## src/rtl/apsp_pkg.sv

```systemverilog
// Shared types and constants of the all-pairs shortest path block.
`default_nettype none

package apsp_pkg;

  // Fixed field widths of the ports
  localparam int unsigned COORD_W     = 6;
  localparam int unsigned NEXT_W      = 6;
  localparam int unsigned IN_WEIGHT_W = 32;
  localparam int unsigned OUT_DIST_W  = 32;
  localparam int unsigned VCOUNT_W    = 7;
  localparam logic [VCOUNT_W-1:0] VCOUNT_RESET = 7'd64;

  // Index fields in the controller command are sized for the largest vertex count
  localparam int unsigned IDX_W = 10;

  typedef enum logic [1:0] {
    CMD_CLEAR    = 2'd0,
    CMD_SET_EDGE = 2'd1,
    CMD_RUN      = 2'd2,
    CMD_READ     = 2'd3
  } cmd_e;

  // Datapath operations issued by the controller
  typedef enum logic [3:0] {
    OP_NOP,
    OP_CLEAR,
    OP_SET,
    OP_LOAD,
    OP_RELAX,
    OP_READ,
    OP_OUT_DATA,
    OP_OUT_RANGE,
    OP_OUT_DONE
  } dp_op_e;

  typedef enum logic [1:0] {
    RPL_DATA,
    RPL_RANGE,
    RPL_DONE
  } reply_e;

  typedef enum logic [2:0] {
    ST_IDLE,
    ST_CLEAR,
    ST_ROW,
    ST_COL,
    ST_DRAIN,
    ST_REPLY
  } ctrl_state_e;

  typedef struct packed {
    dp_op_e           op;
    logic [IDX_W-1:0] row;
    logic [IDX_W-1:0] col;
    logic [IDX_W-1:0] kidx;
  } dp_cmd_t;

  typedef struct packed {
    logic out_free;
  } dp_stat_t;

endpackage

`default_nettype wire

```

## src/rtl/apsp_ctrl.sv

```systemverilog
// Controller: command decode, loop counters for clear and relaxation, reply sequencing.
`default_nettype none

module apsp_ctrl import apsp_pkg::*; #(
  parameter int unsigned MAX_VERTICES = 64
) (
  input  wire logic                clk_i,
  input  wire logic                rst_ni,
  input  wire logic                in_valid_i,
  output logic                     in_stall_o,
  input  wire logic [1:0]          command_i,
  input  wire logic [COORD_W-1:0]  row_i,
  input  wire logic [COORD_W-1:0]  col_i,
  input  wire logic                cfg_we_i,
  input  wire logic [VCOUNT_W-1:0] cfg_wdata_i,
  input  wire dp_stat_t            stat_i,
  output dp_cmd_t                  cmd_o
);

  localparam int unsigned IW = $clog2(MAX_VERTICES);
  localparam int unsigned NW = $clog2(MAX_VERTICES + 1);
  localparam logic [IW-1:0] IDX_TOP = IW'(MAX_VERTICES - 1);

  ctrl_state_e          state_q, state_d;
  reply_e               reply_q, reply_d;
  logic [IW-1:0]        k_q, k_d, i_q, i_d, j_q, j_d;
  logic [VCOUNT_W-1:0]  vcount_q;
  logic [NW-1:0]        n_act, n_last;
  logic                 row_ok, col_ok;
  logic                 k_last, i_last, j_last;

  // Active vertex count, limited to the storage size
  assign n_act  = (32'(vcount_q) > 32'(MAX_VERTICES)) ? NW'(MAX_VERTICES) : NW'(vcount_q);
  assign n_last = n_act - NW'(1);
  assign row_ok = 32'(row_i) < 32'(n_act);
  assign col_ok = 32'(col_i) < 32'(n_act);
  assign k_last = NW'(k_q) == n_last;
  assign i_last = NW'(i_q) == n_last;
  assign j_last = NW'(j_q) == n_last;

  // State, counters and vertex count register
  always_ff @(posedge clk_i or negedge rst_ni) begin
    if (!rst_ni) begin
      state_q  <= ST_IDLE;
      reply_q  <= RPL_DONE;
      k_q      <= '0;
      i_q      <= '0;
      j_q      <= '0;
      vcount_q <= VCOUNT_RESET;
    end else begin
      state_q <= state_d;
      reply_q <= reply_d;
      k_q     <= k_d;
      i_q     <= i_d;
      j_q     <= j_d;
      if (cfg_we_i) begin
        vcount_q <= cfg_wdata_i;
      end
    end
  end

  // Next state and datapath commands
  always_comb begin
    state_d    = state_q;
    reply_d    = reply_q;
    k_d        = k_q;
    i_d        = i_q;
    j_d        = j_q;
    in_stall_o = 1'b1;
    cmd_o      = '0;
    cmd_o.op   = OP_NOP;

    case (state_q)
      ST_IDLE: begin
        in_stall_o = 1'b0;
        if (in_valid_i) begin
          case (cmd_e'(command_i))
            CMD_CLEAR: begin
              i_d     = '0;
              j_d     = '0;
              state_d = ST_CLEAR;
            end
            CMD_SET_EDGE: begin
              if (row_ok && col_ok) begin
                cmd_o.op  = OP_SET;
                cmd_o.row = IDX_W'(row_i);
                cmd_o.col = IDX_W'(col_i);
              end
            end
            CMD_RUN: begin
              k_d = '0;
              i_d = '0;
              j_d = '0;
              if (n_act == '0) begin
                reply_d = RPL_DONE;
                state_d = ST_REPLY;
              end else begin
                state_d = ST_ROW;
              end
            end
            CMD_READ: begin
              if (row_ok && col_ok) begin
                cmd_o.op  = OP_READ;
                cmd_o.row = IDX_W'(row_i);
                cmd_o.col = IDX_W'(col_i);
                reply_d   = RPL_DATA;
              end else begin
                reply_d   = RPL_RANGE;
              end
              state_d = ST_REPLY;
            end
            default: ;
          endcase
        end
      end

      // One matrix entry per cycle over the whole storage
      ST_CLEAR: begin
        cmd_o.op  = OP_CLEAR;
        cmd_o.row = IDX_W'(i_q);
        cmd_o.col = IDX_W'(j_q);
        if (j_q == IDX_TOP) begin
          j_d = '0;
          if (i_q == IDX_TOP) begin
            state_d = ST_IDLE;
          end else begin
            i_d = i_q + IW'(1);
          end
        end else begin
          j_d = j_q + IW'(1);
        end
      end

      // Fetch d[i][k] and next[i][k] for the coming row
      ST_ROW: begin
        cmd_o.op   = OP_LOAD;
        cmd_o.row  = IDX_W'(i_q);
        cmd_o.kidx = IDX_W'(k_q);
        j_d        = '0;
        state_d    = ST_COL;
      end

      // One relaxation per cycle along the row
      ST_COL: begin
        cmd_o.op   = OP_RELAX;
        cmd_o.row  = IDX_W'(i_q);
        cmd_o.col  = IDX_W'(j_q);
        cmd_o.kidx = IDX_W'(k_q);
        if (j_last) begin
          if (i_last) begin
            i_d = '0;
            if (k_last) begin
              state_d = ST_DRAIN;
            end else begin
              k_d     = k_q + IW'(1);
              state_d = ST_ROW;
            end
          end else begin
            i_d     = i_q + IW'(1);
            state_d = ST_ROW;
          end
        end else begin
          j_d = j_q + IW'(1);
        end
      end

      // Last write-back of the run completes here
      ST_DRAIN: begin
        reply_d = RPL_DONE;
        state_d = ST_REPLY;
      end

      ST_REPLY: begin
        if (stat_i.out_free) begin
          case (reply_q)
            RPL_DATA:  cmd_o.op = OP_OUT_DATA;
            RPL_RANGE: cmd_o.op = OP_OUT_RANGE;
            default:   cmd_o.op = OP_OUT_DONE;
          endcase
          state_d = ST_IDLE;
        end
      end

      default: begin
        state_d = ST_IDLE;
      end
    endcase
  end

endmodule

`default_nettype wire

```

## config.mk

```make
export PLATFORM = sky130hd
export DESIGN_NAME = apsp_ctrl
export DESIGN_NICKNAME = d
export VERILOG_FILES = /design/src/rtl/apsp_pkg.sv /design/src/rtl/apsp_ctrl.sv
export SDC_FILE = /design/constraint.sdc
export NUM_CORES = 1
export LEC_CHECK = 0
export BUFFER_PORTS_ARGS = -buffer_cell sky130_fd_sc_hd__buf_2
export CAP_MARGIN = 20
export CORE_MARGIN = 2
export CORE_UTILIZATION = 42
export CTS_BUF_LIST = sky130_fd_sc_hd__clkbuf_16
export DETAILED_ROUTE_END_ITERATION = 10
export HOLD_SLACK_MARGIN = 0.06
export PLACE_DENSITY = 0.69
export SETUP_SLACK_MARGIN = 0.3
export SLEW_MARGIN = 10
export SYNTH_ARGS = -nofsm -noshare
export SYNTH_HDL_FRONTEND = slang
export SYNTH_SLANG_ARGS = --single-unit
```

## constraint.sdc

```tcl
create_clock -name clk_i -period 3.4 [get_ports clk_i]
set_input_delay 0.68 -clock clk_i [delete_from_list [all_inputs] [get_ports clk_i]]
set_output_delay 0.68 -clock clk_i [all_outputs]
set_load 0.01 [all_outputs]
```

# --- Yosys cells after proc, flatten, opt, wreduce, memory -nomap -nowiden ---
# Cells that the tools add are included.
word_totals:
  ff_bits: 30
  in_bits: 26
  out_inout_bits: 35
  wordCells: 102
classes:
  n_addsub: 4
  n_lt_le_gt_ge: 3
  n_eq_ne: 28
  mux: 43
  reduce_logical: 18
ops:
  columns: ["operator", "n"]
  rows:
  - ["$mux 6", 14]
  - ["$mux 23", 2]
  - ["$pmux 23 s2", 1]
  - ["$pmux 10 s2", 2]
  - ["$mux 3", 8]
  - ["$pmux 6 s4", 1]
  - ["$mux 22", 1]
  - ["$eq 6x7->1", 3]
  - ["$ne 2x2->1 const B", 10]
  - ["$pmux 4 s5", 1]
  - ["$add 6x1->6 const B", 3]
  - ["$pmux 3 s6", 1]
  - ["$pmux 6 s3", 1]
  - ["$reduce_and 6->1", 3]
  - ["$lt 6x7->1", 2]
  - ["$eq 6x6->1 const B", 2]
  - ["$pmux 6 s2", 1]
  - ["$pmux 3 s3", 1]
  - ["$pmux 2 s2", 2]
  - ["$pmux 4 s2", 1]
  - ["$reduce_and 4->1", 2]
  - ["$gt 7x7->1 const B", 1]
  - ["$logic_not 7->1", 1]
  - ["$mux 7", 1]
  - ["other kinds (21)", 31]

# --- Logic depth before layout (Yosys ltp) ---
# Gate-level depths: netlist (run 1).
depth:
  word_depth: 8
  ltp_mapped: 14
  depth_no_buf: 10

# --- Worst setup path after synthesis (run 1) ---
# OpenSTA, ideal clock, no wires.
synth_timing:
  path_type: "register -> register"
  from: "reg vcount_q[6]"
  to: "reg k_q[3]"
  setup_time_ns: 0.077
  arrival_ns: 3.719
  required_time_ns: 3.323
  path_slack_ns: -0.397
  stages_incl_launch_ff: 15
  period_less_slack_ns: 3.797
  path_cell_list: "dfstp_2 clkbuf_1 clkbuf_1 nand2b_1 ha_1 clkbuf_1 clkbuf_1 inv_1 nand3b_1 o2111ai_1 nor4_1 o211ai_1 or4_4 or3_1 a21oi_1"
synth_via:
  elab_chain_cells: 6
synth_rtl:
  columns: ["element", "line", "text"]
  rows:
  - ["start: declaration", "apsp_ctrl.sv:27", "logic [VCOUNT_W-1:0] vcount_q;"]
  - ["start signal: assignment", "apsp_ctrl.sv:57", "vcount_q <= cfg_wdata_i;"]
  - ["$gt 7x7->1", "apsp_ctrl.sv:33", "assign n_act = (32'(vcount_q) > 32'(MAX_VERTICES)) ? NW'(MAX_VERTICES) : NW'(vcount_q);"]
  - ["$mux 7 (*)", "apsp_ctrl.sv:33", null]
  - ["$sub 7x1->7 (*)", "apsp_ctrl.sv:34", "assign n_last = n_act - NW'(1);"]
  - ["$eq 6x7->1 (on tied branches)", "apsp_ctrl.sv:38, apsp_ctrl.sv:37, apsp_ctrl.sv:39", null]
  - ["$ne 2x2->1 (no line)", null, null]
  - ["$reduce_and 6->1 (no line) (*)", null, null]
  - ["end signal: assignment", "apsp_ctrl.sv:53", "k_q <= k_d;"]
  - ["end: declaration", "apsp_ctrl.sv:26", "logic [IW-1:0] k_q, k_d, i_q, i_d, j_q, j_d;"]
# Mark *: on every way between the ends. The rest lies on a longest branch, timed or not.
# A chain may end at the register's enable or synchronous reset.

==> results.txt, run 1 <==
The initial utilization of the core area, before any placement, comes to 43.8%. Leaving out fill and tap cells, the most frequent cells in the layout are sky130_fd_sc_hd__buf_2 (48), sky130_fd_sc_hd__nor2_1 (27), sky130_fd_sc_hd__dfrtp_1 (27). The H-tree depth came out at 2. The final reports fail on design-rule violations. In the post-synthesis netlist, the biggest area contributors are sky130_fd_sc_hd__dfrtp_1 (25%), sky130_fd_sc_hd__ha_1 (6.7%), sky130_fd_sc_hd__o21ai_0 (4.4%). The number of pins with negative max-slew slack in the final report is 0.

The cell row count came out at 29. Hold repair after CTS inserted 0 buffers. In the final design database the tool counted 439 nets. The clock slew seen by the registers of the worst setup and hold paths is 50 ps. The number of antenna violations at the first check in global routing is 0. Pin placement for this block handled 61 I/O pins.

In this run, placement finished with an instance count of 459. For this design, the sink count on the clock tree is 30. After synthesis the cells add up to 2820 um^2. The worst setup path is captured at a primary output. The TritonCTS clock tree is yes. The detailed placement HPWL came out at 5900 um. The number of buffers on the longest clock path came out at 2.

STA puts the critical path data arrival time at 2620 ps. The DRC violation count after routing came out at 5. The die is 85.9 um wide. Wires add up to 7870 um. The most used flip-flop cell after synthesis is sky130_fd_sc_hd__dfrtp_1. The post-detailed-placement cell area is 3160 um^2. The via count is 2766. For this design the static power due to leakage is 1.55 nW.

The total iterations of the first detailed-routing run came out at 8. The clock insertion delay at the later pin of the skew report is 270 ps. After filler insertion, the fill cell instance count of the layout stands at 586. The smallest hold slack is 462 ps. The worst setup path is launched from a flip-flop. Summing all multi-input logic gate instances after layout gives 1940 um^2. The global-route usage over all layers is 21.7%. The area added between synthesis and finish is 22.5%. At the worst endpoint, the required time is 2720 ps.

The minimum period implied by the final worst setup slack came out at 3300 ps. The worst setup path is of the flip-flop to primary output kind. Of the cells placed in the final design, the portion with a size suffix greater than 1 is 28.1%. The area of the placeable core is 6420 um^2. The residual antenna-violating net count after detailed routing came out at 0. The portion of the clock cycle consumed by the worst path in the final layout is 96.9%. The total count of hold-check failures in the final report is 0. sky130_fd_sc_hd__dfrtp_1 takes more of the synthesized area than any other cell.

Adding up every negative setup slack in the final design gives 0 ps. From bottom edge to top edge, the die measures 85.9 um. The via count of the first global-routing pass came to 2615. The number of standard cells after synthesis is 338. The first global-routing pass estimated 12900 um of wire. The peak supply drop came out at 0.258 mV. The flow ran to the end, but the final reports show violations. The fmax is 0.303 GHz.

The path category of the worst min-delay check is primary input to asynchronous set/reset pin. For this run the aggregate overflow at the end of global routing stands at 0. Entering global routing, the biggest net connects 31 pins. The post-synthesis area per instance came out at 8.33 um^2. After the flow finishes, the layout carries non-filler instances totaling 476. The worst-path maximum fanout is 12. The most common cell after layout, fill and taps aside is sky130_fd_sc_hd__buf_2. The number of unique standard cell types used by synthesis is 62. The root buffer cell is sky130_fd_sc_hd__clkbuf_16. The final count of negative-setup-slack endpoints is 0. The last weighted congestion value of the routability-driven placer is 0.884. The wire length per cell came out at 16.5 um. The total power density per cell area came out at 592 nW/um^2. Headroom to the max-slew limit came out at 52.6%.

The initial DRC count came out at 197. After routing the design area is 3450 um^2. The sequential cell area came out at 754 um^2. The number of max-cap violations came out at 0. The sequential fraction of the synthesis area is 26.8%.

The number of diodes added for antenna fixing is 0. The number of storage elements in the synthesis netlist came out at 30. The setup skew after layout is 2.46 ps. The die area came out at 7370 um^2. The number of enable-type register cells in the synthesized netlist is 0. The slew at the pin with the worst max-slew slack is 711 ps. The total CTS buffers is 5. The share of the core filled with cells in the final layout came out at 53.7%. During synthesis, Yosys emitted a total of 0 warnings. The share of synthesized registers carrying an async set or reset is 100%.

In the routed layout, each cell is associated on average with a via count of 5.81. Setup repair after global routing could not meet its margin everywhere. The proportion of netlist area held by the largest area contributor is 24.9%. The number of buffers inserted by port buffering is 48.
-- cells in the mapped netlist (all sizes together) (3+ instances only) --
master and number:
a211oi 3, a21oi 18, a221o 3, a22o 12, a31o 3, and3 11, buf 15, clkbuf 17
dfrtp 28, ha 15, inv 14, mux2 7, mux2i 3, nand2 18, nand2b 10, nand3 9
nand3b 5, nor2 27, nor3 13, nor3b 4, nor4 4, o211ai 3, o21a 6, o21ai 26
o2bb2ai 6, o31a 3, or2 4, xnor2 10, xor2 5
-- critical path: stages, from the launching register on --
cell and delay, ps:
sky130_fd_sc_hd__dfstp_2 590, sky130_fd_sc_hd__nand2b_4 180, sky130_fd_sc_hd__ha_4 200, sky130_fd_sc_hd__o21a_1 100, sky130_fd_sc_hd__o21a_1 160, sky130_fd_sc_hd__o21a_1 160, sky130_fd_sc_hd__o211ai_1 170, sky130_fd_sc_hd__a31o_2 210
sky130_fd_sc_hd__and2_4 170, sky130_fd_sc_hd__buf_12 130, sky130_fd_sc_hd__a22o_1 150, sky130_fd_sc_hd__buf_2 130
-- path summary, 6_finish.rpt --
check | from | to | slack (ps) | depth (start not counted)
setup / recovery | vcount_q[6] | cmd_o[25] | 100 | 11
hold / removal | rst_ni | vcount_q[1] | 460 | 1
setup reg to reg | vcount_q[6] | k_q[2] | 170 | 11
hold reg to reg | reply_q[1] | reply_q[1] | 550 | 1
max in group asynchronous | rst_ni | vcount_q[2] | 2450 | 1
min in group clk_i | reply_q[1] | reply_q[1] | 550 | 1
-- per-layer routing --
metal / track usage (%) / wire, um
met5: 0 / 0
met4: 7.36 / 130
met3: 2.79 / 465
met2: 35.7 / 3670
met1: 29.5 / 3600
-- timing repair --
action	in CTS	in global routing
gates resized for setup	10	12
pin swaps	5	6
gates cloned	0	0
endpoints found under the setup margin	17	28
buffers inserted	2	7
hold endpoints to repair	0	0
-- logic make-up after synthesis --
logic type	share of synthesized area, %
compound gates	27.4
xor+xnor	4.67
fa+ha+maj	6.67
buf+inv	8.27
flops	26.8
mux	3.87
other cells	0.133
simple gates	22.2
-- layout make-up --
type	count	area share, %
Multi-Input combinational cell	273	56.1
Sequential cell	30	21.9
Timing Repair Buffer	74	13.7
Clock buffer	5	3.63
Tap cell	77	2.79
Inverter	14	1.52
Clock inverter	3	0.363
-- report_power, final --
part	total [mW]	internal (mW)	switching, mW
Combinational	0.986	0.464	0.522
Clock	0.416	0.264	0.152
Sequential	0.639	0.457	0.182
-- metrics by stage --
stage / setup slack (ps) / power, mW
finish: 104 / 2.04
global route: 21.3 / 2.18
CTS: 125 / 2.01
detailed placement: 199 / 1.57
global placement: 212 / 1.56
floorplan: 183 / 1.29
-- sequential cells by signal, indices dropped and copies added, names as in the netlist --
register and cells:
i_q 6, vcount_q 7, j_q 6, k_q 6, reply_q 2, state_q 3
(Power assumes the default switching activity.)
==> inputs of run 2 (changes only) <==
--- a/config.mk
+++ b/config.mk
@@ -5,7 +5,7 @@
 export SDC_FILE = /design/constraint.sdc
 export NUM_CORES = 1
 export LEC_CHECK = 0
-export BUFFER_PORTS_ARGS = -buffer_cell sky130_fd_sc_hd__buf_2
+export BUFFER_PORTS_ARGS = -buffer_cell sky130_fd_sc_hd__buf_4
 export CAP_MARGIN = 20
 export CORE_MARGIN = 2
 export CORE_UTILIZATION = 42
==> run 2 against run 1 <==
Net effect: clock skew rose by 3.3 ps; sequential power barely moved; the run still ends with design-rule violations left; hold slack got worse by 130 ps; register-to-register slack got worse by 70 ps; die area did not move; cell count rose by 2.1%; final area rose by 8.6%; power rose by 11%; fmax fell by 2.0%; highest routed layer unchanged; via count rose by 5.2%; critical path type unchanged; clock power rose by 21%.
==> results.txt, run 2 (synthesis gave the netlist of run 1 again) <==
The residual antenna-violating net count after detailed routing came to 0 (unchanged). The area of the placeable core came out at 6420 um^2 (unchanged). The via count came out at 2910 (was 2766).

The initial DRC count is 274 (was 197). The slew at the pin with the worst max-slew slack was 629 ps (was 711 ps). The setup slack of the critical path after layout came out at 37.2 ps (was 104 ps). The total clock sinks came out at 30 (unchanged).

The TritonCTS clock tree is yes (unchanged). The number of buffers on the longest clock path is 2 (unchanged). The leakage power of the design is 1.65 nW (was 1.55 nW).

The H-tree depth came out at 2 (unchanged). The portion of the clock cycle consumed by the worst path in the final layout came out at 98.9% (was 96.9%). The total count of hold-check failures in the final report came out at 0 (unchanged). The share of the core filled with cells in the final layout is 58.3% (was 53.7%). The DRC violation count after routing was 5 (unchanged).

The number of primary I/O pins is 61 (unchanged). The die area came out at 7370 um^2 (unchanged). The number of buffers inserted by port buffering was 48 (unchanged).

The global-route wire length before repair came out at 13100 um (was 12900 um). The kind of critical path is flip-flop to primary output (unchanged). The critical path arrival came out at 2680 ps (was 2620 ps). The total CTS buffers came out at 5 (unchanged). The net total in the final layout is 449 (was 439). The total power density per cell area came out at 607 nW/um^2 (was 592 nW/um^2). The last weighted congestion value of the routability-driven placer is 0.926 (was 0.884). The most common cell after layout, fill and taps aside is sky130_fd_sc_hd__buf_4 (was sky130_fd_sc_hd__buf_2). The wire length per cell is 17.3 um (was 16.5 um). The total congestion overflow after global routing is 0 (unchanged). The clock insertion delay at the later pin of the skew report came out at 280 ps (was 270 ps). The startpoint of the worst-slack reg-to-reg timing path is vcount_q[6] (unchanged). The endpoint class of the critical path is a primary output (unchanged). The launching element type of the critical path is a flip-flop (unchanged). The top register by number of flip-flops is vcount_q (unchanged).

Outcome: finished with violations (unchanged). The headroom to the max-slew limit is 57.8% (was 52.6%). The total iterations of the first detailed-routing run came to 10 (was 8). The via count of the first global-routing pass is 2706 (was 2615). Most used cells in the layout excluding fill and tap cells: sky130_fd_sc_hd__buf_4 (79), sky130_fd_sc_hd__dfrtp_1 (28), sky130_fd_sc_hd__nor2_1 (27) (was sky130_fd_sc_hd__buf_2 (48), sky130_fd_sc_hd__nor2_1 (27), sky130_fd_sc_hd__dfrtp_1 (27)).

The area of all placed cells without fillers came to 3750 um^2 (was 3450 um^2). The floorplan die width is 85.9 um (unchanged). The die outline height is 85.9 um (unchanged). The global-route usage over all layers is 22.5% (was 21.7%). The post-detailed-placement cell area is 3330 um^2 (was 3160 um^2). The required time of the worst setup path came out at 2720 ps (about the same). The per-cell via count in the routed design came to 5.99 (was 5.81).

The clock slew seen by the registers of the worst setup and hold paths is 60 ps (was 50 ps). The number of diodes added for antenna fixing came out at 0 (unchanged). The critical path launch point is vcount_q[6] (unchanged). The path category of the worst min-delay check is primary input to asynchronous set/reset pin (unchanged). The area added between synthesis and finish is 33.1% (was 22.5%). The detailed placement HPWL came out at 6140 um (was 5900 um). The number of flip-flops in the largest register came to 7 (unchanged). Failing checks: design-rule violations (unchanged). The number of antenna violations at the first check in global routing is 0 (unchanged). The sum of routed wire length over all layers is 8430 um (was 7870 um).

The root buffer cell is sky130_fd_sc_hd__clkbuf_16 (unchanged). The peak supply drop is 0.308 mV (was 0.258 mV). The pin count of the biggest net entering global routing came out at 31 (unchanged). The final count of negative-setup-slack endpoints is 0 (unchanged). The number of pins with negative max-slew slack in the final report is 0 (unchanged). The post-place setup slack was 174 ps (was 199 ps). The fraction of final layout cells sized beyond drive strength 1 was 32.0% (was 28.1%). The setup skew after layout is 5.74 ps (was 2.46 ps).

The starting utilization of the core area came out at 43.8% (unchanged). The minimum period implied by the final worst setup slack was 3360 ps (was 3300 ps). The number of max-cap violations is 0 (unchanged). Unrepaired setup endpoints after global routing: yes (unchanged).

The cell row count is 29 (unchanged). The worst-path maximum fanout is 12 (unchanged). The fmax came out at 0.297 GHz (was 0.303 GHz).
==> run 2: worst max-delay path, cell delays in order, from the launching register on <==
cell and delay [ps]:
sky130_fd_sc_hd__dfstp_2 600, sky130_fd_sc_hd__nand2b_4 190, sky130_fd_sc_hd__ha_4 210, sky130_fd_sc_hd__o21a_1 90, sky130_fd_sc_hd__o21a_1 160, sky130_fd_sc_hd__o21a_1 170
sky130_fd_sc_hd__o211ai_1 200, sky130_fd_sc_hd__a31o_2 220, sky130_fd_sc_hd__and2_4 160, sky130_fd_sc_hd__buf_12 120, sky130_fd_sc_hd__a22o_1 160, sky130_fd_sc_hd__buf_4 120
==> run 2: routing by layer <==
layer / GRT usage, % / wire length, um
met1: 30.0 / 3780
met2: 37.1 / 4060
met3: 5.00 / 446
met4: 5.19 / 144
met5: 0 / 0
==> run 2: path summary, 6_finish.rpt <==
kind | endpoint | slack (ps) | depth (start not counted)
max | cmd_o[25] | 40 | 11
min | k_q[3] | 330 | 1
max reg2reg | k_q[3] | 100 | 11
min reg2reg | reply_q[1] | 550 | 1
max in group asynchronous | reply_q[1] | 2730 | 1
min in group clk_i | reply_q[1] | 550 | 1
==> run 2: timing repair <==
item                       CTS  global route
pin swaps                    2            14
setup buffers                3            10
resized for setup            7            29
setup endpoints to repair   17            29
hold buffers                 0             0
==> run 2: area by class of cell <==
type	count	area, um^2
sequential	30	753
clock inverter	3	37.5
fill	554	2680
timing repair buffer	84	662
multi-input combinational	273	2020
clock buffer	5	125
tap	77	96.3
inverter	14	52.6
==> run 2: metrics by stage <==
stage | setup TNS [ps] | hold WS, ps | power [mW] | std cells
finish | 0 | 334 | 2.27 | 486
global route | -184 | 363 | 2.42 | 486
CTS | 0 | 351 | 2.17 | 476
detailed placement | 0 | 545 | 1.64 | 465
global placement | 0 | 543 | 1.62 | 465
floorplan | 0 | 384 | 1.29 | 349
==> run 2: power by group <==
| part | internal [mW] | leakage, nW | switching (mW) |
|---|---|---|---|
| Combinational | 0.567 | 1.19 | 0.565 |
| Clock | 0.340 | 0.0826 | 0.163 |
| Sequential | 0.456 | 0.378 | 0.183 |
